### config.mk
export PLATFORM = sky130hd
export DESIGN_NAME = sliding_window_receiver
export DESIGN_NICKNAME = d
export VERILOG_FILES = /design/src/hdl/swr_pkg.sv /design/src/hdl/swr_front.sv /design/src/hdl/swr_queue.sv /design/src/hdl/swr_engine.sv /design/src/hdl/sliding_window_receiver.sv
export VERILOG_INCLUDE_DIRS = /design/src /design/src/hdl
export SDC_FILE = /design/constraint.sdc
export NUM_CORES = 1
export LEC_CHECK = 0
export BUFFER_PORTS_ARGS = -buffer_cell sky130_fd_sc_hd__buf_2
export CORE_AREA = 2 2 191 193
export CTS_CLUSTER_DIAMETER = 150
export DETAILED_ROUTE_END_ITERATION = 16
export DIE_AREA = 0 0 193 195
export GPL_TIMING_DRIVEN = 1
export PLACE_DENSITY = 0.74
export SLEW_MARGIN = 5
export SYNTH_ARGS = -nofsm -noshare
export SYNTH_HDL_FRONTEND = slang
export SYNTH_SLANG_ARGS = --single-unit
### constraint.sdc
create_clock -name clk_i -period 34.7 [get_ports clk_i]
set_clock_uncertainty 0.2 [all_clocks]
set_input_delay 8.675 -clock clk_i [delete_from_list [all_inputs] [get_ports clk_i]]
set_output_delay 8.675 -clock clk_i [all_outputs]
set_load 0.02 [all_outputs]
### src/hdl/sliding_window_receiver_defines.svh
// Assertion macros shared by the sliding window receiver RTL.
`ifndef SLIDING_WINDOW_RECEIVER_DEFINES_SVH
`define SLIDING_WINDOW_RECEIVER_DEFINES_SVH

`ifndef ASSERT_OFF
// Check on every rising edge, skipped while reset is held.
`define SWR_ASSERT(lbl, prop, msg) \
  lbl: assert property (@(posedge clk_i) disable iff (!rst_ni) (prop)) else $error(msg);
// Check on every rising edge, reset included.
`define SWR_ASSERT_ALWAYS(lbl, prop, msg) \
  lbl: assert property (@(posedge clk_i) (prop)) else $error(msg);
`else
`define SWR_ASSERT(lbl, prop, msg)
`define SWR_ASSERT_ALWAYS(lbl, prop, msg)
`endif

`endif

### src/hdl/swr_pkg.sv
// Shared types and constants of the sliding window receiver.
`default_nettype none

package swr_pkg;

  localparam int unsigned MAX_WINDOW = 64;
  localparam int unsigned SEQ_W      = 32;
  localparam int unsigned MODE_W     = 2;
  localparam int unsigned WSIZE_W    = 7;
  localparam int unsigned WSIZE_RST  = 64;
  localparam int unsigned QDEPTH     = 2;
  localparam int unsigned QPTR_W     = $clog2(QDEPTH);
  localparam int unsigned QCNT_W     = $clog2(QDEPTH + 1);

  localparam logic [MODE_W-1:0] MODE_START = 2'd0;
  localparam logic [MODE_W-1:0] MODE_END   = 2'd1;
  localparam logic [MODE_W-1:0] MODE_DATA  = 2'd2;
  localparam logic [MODE_W-1:0] MODE_ACK   = 2'd3;

  typedef enum logic [1:0] {
    OP_START,
    OP_END,
    OP_DATA
  } swr_op_e;

  typedef struct packed {
    swr_op_e          op;
    logic [SEQ_W-1:0] seq;
  } swr_cmd_t;

endpackage

`default_nettype wire

### src/hdl/swr_front.sv
// Header intake: classify each beat and push packet commands into the queue.
`default_nettype none

module swr_front
  import swr_pkg::*;
(
  input  wire logic              s_axis_tvalid,
  output logic                   s_axis_tready,
  input  wire logic [SEQ_W-1:0]  s_axis_tdata,   // seq_num
  input  wire logic [MODE_W-1:0] s_axis_tuser,   // mode
  input  wire logic              q_full_i,
  output logic                   q_push_o,
  output swr_cmd_t               q_cmd_o
);

  logic    keep;
  swr_op_e op;

  always_comb begin
    keep = 1'b1;
    op   = OP_START;
    case (s_axis_tuser)
      MODE_START: op = OP_START;
      MODE_END:   op = OP_END;
      MODE_DATA:  op = OP_DATA;
      MODE_ACK:   keep = 1'b0;
      default:    keep = 1'b0;
    endcase
  end

  // drop ack beats here, they never reach the back end
  assign s_axis_tready = !q_full_i;
  assign q_push_o      = s_axis_tvalid && !q_full_i && keep;
  assign q_cmd_o.op    = op;
  assign q_cmd_o.seq   = s_axis_tdata;

endmodule

`default_nettype wire

### src/hdl/swr_queue.sv
// Short command queue between the intake and the window engine.
`default_nettype none

`include "sliding_window_receiver_defines.svh"

module swr_queue
  import swr_pkg::*;
(
  input  wire logic     clk_i,
  input  wire logic     rst_ni,
  input  wire logic     push_i,
  input  swr_cmd_t      cmd_i,
  output logic          full_o,
  output logic          valid_o,
  input  wire logic     pop_i,
  output swr_cmd_t      cmd_o
);

  swr_cmd_t            mem_q [QDEPTH];
  logic [QPTR_W-1:0]   wr_ptr_q, wr_ptr_d;
  logic [QPTR_W-1:0]   rd_ptr_q, rd_ptr_d;
  logic [QCNT_W-1:0]   count_q, count_d;

  assign full_o  = count_q == QCNT_W'(QDEPTH);
  assign valid_o = count_q != '0;
  assign cmd_o   = mem_q[rd_ptr_q];

  always_comb begin
    wr_ptr_d = wr_ptr_q;
    rd_ptr_d = rd_ptr_q;
    count_d  = count_q;
    if (push_i) begin
      wr_ptr_d = wr_ptr_q + 1'b1;
    end
    if (pop_i) begin
      rd_ptr_d = rd_ptr_q + 1'b1;
    end
    case ({push_i, pop_i})
      2'b10:   count_d = count_q + 1'b1;
      2'b01:   count_d = count_q - 1'b1;
      default: count_d = count_q;
    endcase
  end

  always_ff @(posedge clk_i) begin
    if (push_i) begin
      mem_q[wr_ptr_q] <= cmd_i;
    end
  end

  always_ff @(posedge clk_i or negedge rst_ni) begin
    if (!rst_ni) begin
      wr_ptr_q <= '0;
      rd_ptr_q <= '0;
      count_q  <= '0;
    end else begin
      wr_ptr_q <= wr_ptr_d;
      rd_ptr_q <= rd_ptr_d;
      count_q  <= count_d;
    end
  end

  `SWR_ASSERT(a_count_bound, count_q <= QCNT_W'(QDEPTH), "queue count over depth")
  `SWR_ASSERT(a_no_push_full, !(push_i && full_o), "push into full queue")
  `SWR_ASSERT(a_no_pop_empty, !(pop_i && !valid_o), "pop from empty queue")

endmodule

`default_nettype wire

### src/hdl/swr_engine.sv
// Window engine: connection state, receive bitmap and the result register.
`default_nettype none

`include "sliding_window_receiver_defines.svh"

module swr_engine
  import swr_pkg::*;
#(
  parameter int unsigned MaxWindow = MAX_WINDOW
) (
  input  wire logic               clk_i,
  input  wire logic               rst_ni,
  input  wire logic               cfg_valid_i,
  input  wire logic [WSIZE_W-1:0] cfg_data_i,
  input  wire logic               q_valid_i,
  input  swr_cmd_t                q_cmd_i,
  output logic                    q_pop_o,
  output logic                    m_axis_tvalid,
  input  wire logic               m_axis_tready,
  output logic [SEQ_W-1:0]        m_axis_tdata,   // ack_seq
  output logic [0:0]              m_axis_tuser    // data_accepted
);

  localparam int unsigned IdxW = (MaxWindow > 1) ? $clog2(MaxWindow) : 1;
  localparam int unsigned CntW = $clog2(MaxWindow + 1);

  logic [WSIZE_W-1:0]   wsize_q;
  logic                 conn_q, conn_d;
  logic [SEQ_W-1:0]     id_q, id_d;
  logic [SEQ_W-1:0]     base_q, base_d;
  logic [MaxWindow-1:0] map_q, map_d;
  logic                 out_valid_q, out_valid_d;
  logic [SEQ_W-1:0]     out_seq_q, out_seq_d;
  logic                 out_acc_q, out_acc_d;

  logic                 out_free;
  logic [SEQ_W-1:0]     off;
  logic [SEQ_W-1:0]     eff_win;
  logic                 in_win;
  logic [MaxWindow-1:0] set_map;
  logic [MaxWindow-1:0] low_zero;
  logic [MaxWindow-1:0] ones_mask;
  logic [CntW-1:0]      run;
  logic [MaxWindow-1:0] adv_map;
  logic [SEQ_W-1:0]     adv_base;

  assign out_free = !out_valid_q || m_axis_tready;
  assign q_pop_o  = q_valid_i && out_free;

  assign off     = q_cmd_i.seq - base_q;
  assign eff_win = ({{(SEQ_W-WSIZE_W){1'b0}}, wsize_q} < SEQ_W'(MaxWindow))
                   ? {{(SEQ_W-WSIZE_W){1'b0}}, wsize_q} : SEQ_W'(MaxWindow);
  assign in_win  = off < eff_win;

  // set the bit, then count the received run from the base
  assign set_map   = map_q | (MaxWindow'(1) << off[IdxW-1:0]);
  assign low_zero  = ~set_map & (set_map + MaxWindow'(1));
  assign ones_mask = low_zero - MaxWindow'(1);
  assign run       = CntW'($countones(ones_mask));
  assign adv_map   = set_map >> run;
  assign adv_base  = base_q + SEQ_W'(run);

  always_comb begin
    conn_d      = conn_q;
    id_d        = id_q;
    base_d      = base_q;
    map_d       = map_q;
    out_valid_d = out_valid_q && !m_axis_tready;
    out_seq_d   = out_seq_q;
    out_acc_d   = out_acc_q;
    if (q_pop_o) begin
      case (q_cmd_i.op)
        OP_START: begin
          if (!conn_q || id_q == q_cmd_i.seq) begin
            conn_d      = 1'b1;
            id_d        = q_cmd_i.seq;
            out_valid_d = 1'b1;
            out_seq_d   = q_cmd_i.seq;
            out_acc_d   = 1'b0;
          end
        end
        OP_DATA: begin
          if (conn_q && in_win) begin
            map_d       = adv_map;
            base_d      = adv_base;
            out_valid_d = 1'b1;
            out_seq_d   = adv_base;
            out_acc_d   = 1'b1;
          end
        end
        OP_END: begin
          if (conn_q && id_q == q_cmd_i.seq) begin
            conn_d = 1'b0;
            id_d   = '0;
            base_d = '0;
            map_d  = '0;
          end
          out_valid_d = 1'b1;
          out_seq_d   = q_cmd_i.seq;
          out_acc_d   = 1'b0;
        end
        default: begin
          out_valid_d = out_valid_q && !m_axis_tready;
        end
      endcase
    end
  end

  always_ff @(posedge clk_i or negedge rst_ni) begin
    if (!rst_ni) begin
      wsize_q     <= WSIZE_W'(WSIZE_RST);
      conn_q      <= 1'b0;
      id_q        <= '0;
      base_q      <= '0;
      map_q       <= '0;
      out_valid_q <= 1'b0;
    end else begin
      if (cfg_valid_i) begin
        wsize_q <= cfg_data_i;
      end
      conn_q      <= conn_d;
      id_q        <= id_d;
      base_q      <= base_d;
      map_q       <= map_d;
      out_valid_q <= out_valid_d;
    end
  end

  always_ff @(posedge clk_i) begin
    out_seq_q <= out_seq_d;
    out_acc_q <= out_acc_d;
  end

  assign m_axis_tvalid = out_valid_q;
  assign m_axis_tdata  = out_seq_q;
  assign m_axis_tuser  = out_acc_q;

  `SWR_ASSERT(a_base_bit_clear, map_q[0] == 1'b0, "received run not advanced past base")
  `SWR_ASSERT(a_idle_clear, conn_q || (base_q == '0 && map_q == '0 && id_q == '0),
              "window state left behind without connection")
  `SWR_ASSERT(a_stall_no_pop, (out_valid_q && !m_axis_tready) |-> !q_pop_o,
              "command taken while result stalled")

endmodule

`default_nettype wire

### src/hdl/sliding_window_receiver.sv
// Top level of the sliding window receiver with cumulative acknowledgement.
`default_nettype none

// Takes one packet header per beat (mode in tuser, sequence number in tdata) and
// sustains one header per cycle while the queue is not full. Beats enter a two-entry
// command queue in the cycle they are accepted; ack-type beats are dropped at intake.
// The window engine takes one command per cycle while its result register is free
// and finishes it in that cycle: bit set, trailing-ones count and bitmap shift over
// MaxWindow bits set the cycle time. Each result is registered at the output. No
// clearing pass after reset; the configuration port is always ready.
module sliding_window_receiver
  import swr_pkg::*;
#(
  parameter int unsigned MaxWindow = MAX_WINDOW
) (
  input  wire logic               clk_i,
  input  wire logic               rst_ni,
  input  wire logic               s_axis_tvalid,
  output logic                    s_axis_tready,
  input  wire logic [SEQ_W-1:0]   s_axis_tdata,   // seq_num
  input  wire logic [MODE_W-1:0]  s_axis_tuser,   // mode
  output logic                    m_axis_tvalid,
  input  wire logic               m_axis_tready,
  output logic [SEQ_W-1:0]        m_axis_tdata,   // ack_seq
  output logic [0:0]              m_axis_tuser,   // data_accepted
  input  wire logic               cfg_valid_i,
  output logic                    cfg_ready_o,
  input  wire logic [WSIZE_W-1:0] cfg_data_i      // window length
);

  logic     q_full;
  logic     q_push;
  swr_cmd_t q_in;
  logic     q_valid;
  logic     q_pop;
  swr_cmd_t q_out;

  assign cfg_ready_o = 1'b1;

  swr_front u_front (
    .s_axis_tvalid (s_axis_tvalid),
    .s_axis_tready (s_axis_tready),
    .s_axis_tdata  (s_axis_tdata),
    .s_axis_tuser  (s_axis_tuser),
    .q_full_i      (q_full),
    .q_push_o      (q_push),
    .q_cmd_o       (q_in)
  );

  swr_queue u_queue (
    .clk_i   (clk_i),
    .rst_ni  (rst_ni),
    .push_i  (q_push),
    .cmd_i   (q_in),
    .full_o  (q_full),
    .valid_o (q_valid),
    .pop_i   (q_pop),
    .cmd_o   (q_out)
  );

  swr_engine #(
    .MaxWindow (MaxWindow)
  ) u_engine (
    .clk_i         (clk_i),
    .rst_ni        (rst_ni),
    .cfg_valid_i   (cfg_valid_i),
    .cfg_data_i    (cfg_data_i),
    .q_valid_i     (q_valid),
    .q_cmd_i       (q_out),
    .q_pop_o       (q_pop),
    .m_axis_tvalid (m_axis_tvalid),
    .m_axis_tready (m_axis_tready),
    .m_axis_tdata  (m_axis_tdata),
    .m_axis_tuser  (m_axis_tuser)
  );

endmodule

`default_nettype wire

==> impl_metrics.py, run 1 <==
metrics = {
    "run_status": {
        "outcome": "finished, final reports clean",
    },
    "timing": {
        "finalCriticalPeriod_ps": 15810,
        "clock.fmax_mhz": 63.3,
        "worst-slew-pin-transition_ps": 1420,
        "slew_headroom": 0.0509,
        "finalHoldViolCount": 0,
        "rsz0062_at_grt": "no",
        "timing.final.crit_share": 0.455,
        "setup_violations": 0,
        "slew_violations": 0,
        "fin_setup_tns_ps": 0,
        "whs_ps": 286,
    },
    "job": {
        "cap_violations": 0,
    },
    "cells_and_area": {
        "drive_gt1_frac": 0.122,
        "post-route-util": 0.659,
        "fin_area_sq_mm": 0.0233,
        "fill_cells": 2877,
        "nets": 2667,
        "area_delta_synth_final_pct": 8.38,
    },
    "worst_setup_path": {
        "cp.arrival_ps": 15850,
        "crit_start": "u_queue.rd_ptr_q$_DFFE_PN0P_",
        "crit_top_cell": "inv_1",
        "cpLargestDelayFamily": "adder cells",
        "slowest_stage": "nor4_2",
        "r2r-start": "u_queue.rd_ptr_q$_DFFE_PN0P_",
        "cp.required_ps": 34740,
        "crit_type": "flop to flop",
        "startpoint_type": "flop",
        "endpoint_kind": "flop",
        "crit_fanout": 61,
        "cp_num_buf_inv": 11,
        "cpPeakStageDelay_ps": 1130,
    },
    "clock_network": {
        "cts.sinks": 242,
        "post-cts-setup-buffers": 0,
        "ctsHoldBuffers": 0,
        "h-tree-depth": 1,
        "cts_resized": 0,
        "clk_latency_ps": 560,
        "cts_buffers": 25,
        "clock_path_buffers": 3,
        "clk_pin_slew_ps": 60,
        "cts_tree": "yes",
        "cts_root_buf": "clkbuf_16",
    },
    "die": {
        "initial_utilization": 0.608,
        "placementRows": 69,
        "core_sq_mm": 0.0354,
        "die_h_um": 195,
        "die-width_um": 193,
        "die_area_sq_mm": 0.0376,
        "num_io_pins": 82,
    },
    "synthesis": {
        "seq_area_frac_synth": 0.305,
        "synth_mux_area_frac": 0.0971,
        "async_reset_ff_frac": 0.583,
        "syn_area_sq_mm": 0.0215,
        "ys_types": 103,
        "synth-edff-count": 101,
        "synthFlopType": "dfrtp_1",
        "synth-seq-cells": 242,
        "synthXorXnorAreaFrac": 0.0350,
        "synthAdderAreaFrac": 0.109,
        "syn_nets": 2649,
        "syn_area_per_cell_sq_um": 8.77,
        "synth_top_area_share": 0.163,
        "synth.area.top_cells": "dfrtp_1 16%, edfxtp_1 14%, fa_1 5.8%",
        "syn_inst": 2454,
        "synth_top_family_by_area": "compound AO/OA/AOI/OAI gates",
        "yosys_warnings": 0,
        "synth_compound_area_frac": 0.216,
        "yosysTopAreaCell": "dfrtp_1",
        "synthSimpleGateAreaFrac": 0.175,
    },
    "route": {
        "drc": 0,
        "dr.pass1.iters": 6,
        "drtIter0Drc": 3054,
        "ant_nets": 0,
        "vias": 21400,
        "routed_wl_mm": 86.4,
        "vias_per_cell": 7.26,
        "post_drt_wl_per_cell_um": 29.2,
    },
    "pwr": {
        "leakagePower_nw": 9.70,
        "p_per_area_mw_per_mm2": 61.7,
        "vdd_drop_max_uv": 60.1,
    },
    "grt": {
        "grt_usage": 0.461,
        "grt_antenna_before_repair": 4,
        "overflow": 0,
        "first_global_vias": 20900,
        "grt_max_degree": 80,
        "grt_pass1_wl_mm": 130,
    },
    "placed_design": {
        "dp_hpwl_mm": 64.6,
        "gp_congestion": 1.08,
        "port_buffers": 80,
        "place_area_sq_mm": 0.0225,
    },
    "hold_path": {
        "hold_class": "flop to flop",
        "hp-start": "u_engine.base_q[21]$_DFFE_PN0P_",
    },
}
[where the power goes]
| group | total [mW] | internal (mW) | switching [mW] | leakage (nW) |
|---|---|---|---|---|
| logic | 0.760 | 0.240 | 0.520 | 6.47 |
| registers | 0.401 | 0.367 | 0.0345 | 2.82 |
| clock network | 0.280 | 0.159 | 0.121 | 0.402 |
| total | 1.44 | 0.766 | 0.675 | 9.70 |
[registers in the layout, summed over array words and instances (netlist names)]
| signal | count |
|---|---|
| u_engine.conn_q | 1 |
| u_engine.base_q | 32 |
| u_queue.count_q | 2 |
| u_queue.wr_ptr_q | 1 |
| u_queue.rd_ptr_q | 1 |
| u_engine.id_q | 32 |
| u_engine.wsize_q | 7 |
| u_engine.map_q | 64 |
| u_engine.m_axis_tdata | 32 |
| u_engine.m_axis_tuser | 1 |
| u_queue.mem_q | 68 |
| u_engine.m_axis_tvalid | 1 |
[cell usage in the layout, fill, tap and decap left out, types with 61 or more instances in the layout]
cell and count:
fa_1 61, nand3_1 87, inv_1 208, buf_2 79, mux2i_1 120, dfrtp_1 139
xnor2_1 68, nor2_1 152, ha_1 86, o21ai_0 174, a21oi_1 121, a31oi_1 70
edfxtp_1 101, nand2_1 207
[layout make-up]
cell class / count / area (sq um) / share of cell area
repair buffers: 138 / 842 / 0.0361
clock buffers: 32 / 662 / 0.0284
clock inverters: 13 / 166 / 0.00713
flip-flops and latches: 242 / 6560 / 0.281
diodes: 2 / 5.00 / 0.000214
well taps: 461 / 577 / 0.0247
multi-input cells: 1853 / 13700 / 0.588
inverters: 212 / 797 / 0.0342
[path summary, 6_finish.rpt]
| kind | end | cells past startpoint | slack, ps |
|---|---|---|---|
| max | u_engine.m_axis_tdata[21]$_DFFE_PP_ | 44 | 18890 |
| min in group asynchronous | u_engine.wsize_q[0]$_DFFE_PN0P_ | 1 | 7990 |
| max in group asynchronous | u_queue.rd_ptr_q$_DFFE_PN0P_ | 2 | 24800 |
| min | u_engine.base_q[21]$_DFFE_PN0P_ | 1 | 290 |
| min reg2reg | u_engine.base_q[21]$_DFFE_PN0P_ | 1 | 290 |
| max reg2reg | u_engine.m_axis_tdata[21]$_DFFE_PP_ | 44 | 18890 |
[Yosys cell counts (all sizes together) (36+ instances only)]
master / count
o21ai: 177
dfrtp: 140
nand2: 208
ha: 87
and2: 41
fa: 62
a21oi: 123
nand3: 88
inv: 209
nor2: 155
nor3: 55
xnor2: 70
clkbuf: 115
nand4: 36
mux2i: 120
edfxtp: 101
a31oi: 70
[layer usage]
layer,global-route usage,routed length (um),vias up
met5,0,0,-
met4,0.330,8560,0
met2,0.719,38400,1661
met1,0.552,29500,10200
met3,0.120,9950,476
li1,-,-,9096
[cell families (layout without fill, tap and decap cells)]
logic type / count (synthesis) / count (layout)
other cells: 1 / 3
buf+inv: 359 / 395
mux: 174 / 174
xor+xnor: 86 / 86
simple gates: 746 / 746
fa+ha+maj: 150 / 150
compound gates: 696 / 696
flops: 242 / 242
[stage by stage]
stage          cells  power, mW  setup slack (ps)
2_1_floorplan   2454      0.874             20600
3_3_place_gp    2906       1.11             19840
3_5_place_dp    2906       1.12             19460
4_1_cts         2951       1.40             19360
5_1_grt         2952       1.49             18230
6_report        2953       1.44             18890
Note: power is estimated with default switching activity, not from simulation.
==> run 2, diff against run 1 <==
==> constraint.sdc (replaced) <==
create_clock -name clk_i -period 15 [get_ports clk_i]
set_clock_uncertainty 0.2 [all_clocks]
set_input_delay 3.75 -clock clk_i [delete_from_list [all_inputs] [get_ports clk_i]]
set_output_delay 3.75 -clock clk_i [all_outputs]
set_load 0.02 [all_outputs]
==> impl_metrics.py, run 2 (synthesis results as in run 1) <==
metrics = {
    "clock_network": {
        "clk_latency_ps": 570,
        "cts_tree": "yes",
        "cts.sinks": 242,
        "h-tree-depth": 1,
        "clk_pin_slew_ps": 70,
        "cts_root_buf": "clkbuf_16",
        "post-cts-setup-buffers": 0,
        "clock_path_buffers": 3,
        "cts_buffers": 26,
        "cts_resized": 0,
        "ctsHoldBuffers": 0,
    },
    "grt": {
        "first_global_vias": 22000,
        "grt_usage": 0.491,
        "grt_antenna_before_repair": 5,
        "overflow": 0,
        "grt_pass1_wl_mm": 138,
        "grt_max_degree": 78,
    },
    "route": {
        "routed_wl_mm": 92.2,
        "vias": 22200,
        "vias_per_cell": 7.48,
        "drtIter0Drc": 3269,
        "ant_nets": 0,
        "drc": 0,
        "post_drt_wl_per_cell_um": 31.0,
        "dr.pass1.iters": 7,
    },
    "die": {
        "core_sq_mm": 0.0354,
        "initial_utilization": 0.608,
        "die-width_um": 193,
        "die_area_sq_mm": 0.0376,
        "die_h_um": 195,
        "placementRows": 69,
        "num_io_pins": 82,
    },
    "hold_path": {
        "hold_class": "flop to flop",
    },
    "timing": {
        "slew_headroom": 0.0576,
        "clock.fmax_mhz": 69.1,
        "rsz0062_at_grt": "no",
        "worst-slew-pin-transition_ps": 1410,
        "slew_violations": 0,
        "fin_setup_tns_ps": 0,
        "timing.final.crit_share": 0.964,
        "setup_violations": 0,
        "finalCriticalPeriod_ps": 14470,
        "finalHoldViolCount": 0,
    },
    "cells_and_area": {
        "instances_no_fill": 2973,
        "seq_area_sq_mm": 0.00657,
        "final_common_cell": "inv_1",
        "multiInputGateArea_sq_mm": 0.0138,
        "top_register": "u_queue.mem_q",
        "drive_gt1_frac": 0.133,
        "area_delta_synth_final_pct": 9.38,
        "fin_area_sq_mm": 0.0236,
        "reg_top3": "u_queue.mem_q x68, u_engine.map_q x64",
        "num_antenna_cells": 0,
        "fill_cells": 2740,
        "nets": 2687,
        "final_cell_mix": "208 x inv_1, 207 x nand2_1, 174 x o21ai_0",
        "largest_reg_flops": 68,
    },
    "placed_design": {
        "gp_congestion": 1.06,
        "port_buffers": 80,
        "dp_cells": 2925,
        "place_area_sq_mm": 0.0226,
        "dp_hpwl_mm": 66.5,
    },
    "pwr": {
        "leakagePower_nw": 9.81,
        "vdd_drop_max_uv": 196,
        "p_per_area_mw_per_mm2": 146,
    },
    "worst_setup_path": {
        "crit_type": "flop to flop",
        "cpPeakStageDelay_ps": 650,
        "crit_fanout": 19,
        "slowest_stage": "dfrtp_4",
        "endpoint_kind": "flop",
        "startpoint_type": "flop",
        "cp.arrival_ps": 14620,
        "cp.required_ps": 15150,
        "crit_top_cell": "inv_1",
    },
    "run_status": {
        "outcome": "finished, final reports clean",
    },
    "job": {
        "cap_violations": 0,
    },
}
-- run 2: routing by layer --
layer / share of wire / wire, um / GRT usage
met1: 0.32 / 29700 / 0.558
met2: 0.44 / 40200 / 0.751
met3: 0.13 / 12100 / 0.169
met4: 0.11 / 10100 / 0.390
met5: 0.00072 / 66 / 0
-- run 2: area by class of cell --
cell class                 count  area share
clock inverter                12     0.00430
timing repair buffer         157      0.0418
tap                          461      0.0245
clock buffer                  36      0.0309
sequential                   242       0.279
inverter                     212      0.0338
multi-input combinational   1853       0.586
-- run 2: path summary, 6_finish.rpt --
| check | startpoint | to | slack, ps | cells past startpoint |
|---|---|---|---|---|
| setup / recovery | u_queue.rd_ptr_q$_DFFE_PN0P_ | u_engine.m_axis_tdata[13]$_DFFE_PP_ | 530 | 43 |
| hold / removal | u_queue.count_q[1]$_DFFE_PN0P_ | u_queue.count_q[1]$_DFFE_PN0P_ | 300 | 1 |
| setup reg to reg | u_queue.rd_ptr_q$_DFFE_PN0P_ | u_engine.m_axis_tdata[13]$_DFFE_PP_ | 530 | 43 |
| hold reg to reg | u_queue.count_q[1]$_DFFE_PN0P_ | u_queue.count_q[1]$_DFFE_PN0P_ | 300 | 1 |
| max in group asynchronous | rst_ni | u_queue.rd_ptr_q$_DFFE_PN0P_ | 9920 | 2 |
| min in group asynchronous | rst_ni | u_engine.map_q[5]$_DFFE_PN0P_ | 3040 | 1 |
-- run 2: critical path, delay by kind of cell (launching register included) --
family,cells,cell delay (ps)
xor+xnor,1,380
fa+ha+maj,12,5500
compound gates,11,3180
mux,1,600
buf+inv,9,640
simple gates,9,3080
flops,1,650
-- run 2: power by group --
group          leakage [nW]  internal, mW  switching, mW
Sequential             2.82         0.850         0.0945
Combinational          6.58         0.571           1.26
Clock                 0.402         0.357          0.300
Total                  9.81          1.78           1.65
-- run 2: per-stage QoR --
stage	setup WS [ps]	utilization	power [mW]	hold WS, ps
final	534	0.665	3.43	300
after global placement	1080	0.640	2.58	264
after floorplan	897	-	2.02	248
after detailed placement	653	0.640	2.62	277
after global routing	130	0.665	3.52	302
after CTS	455	0.663	3.30	290
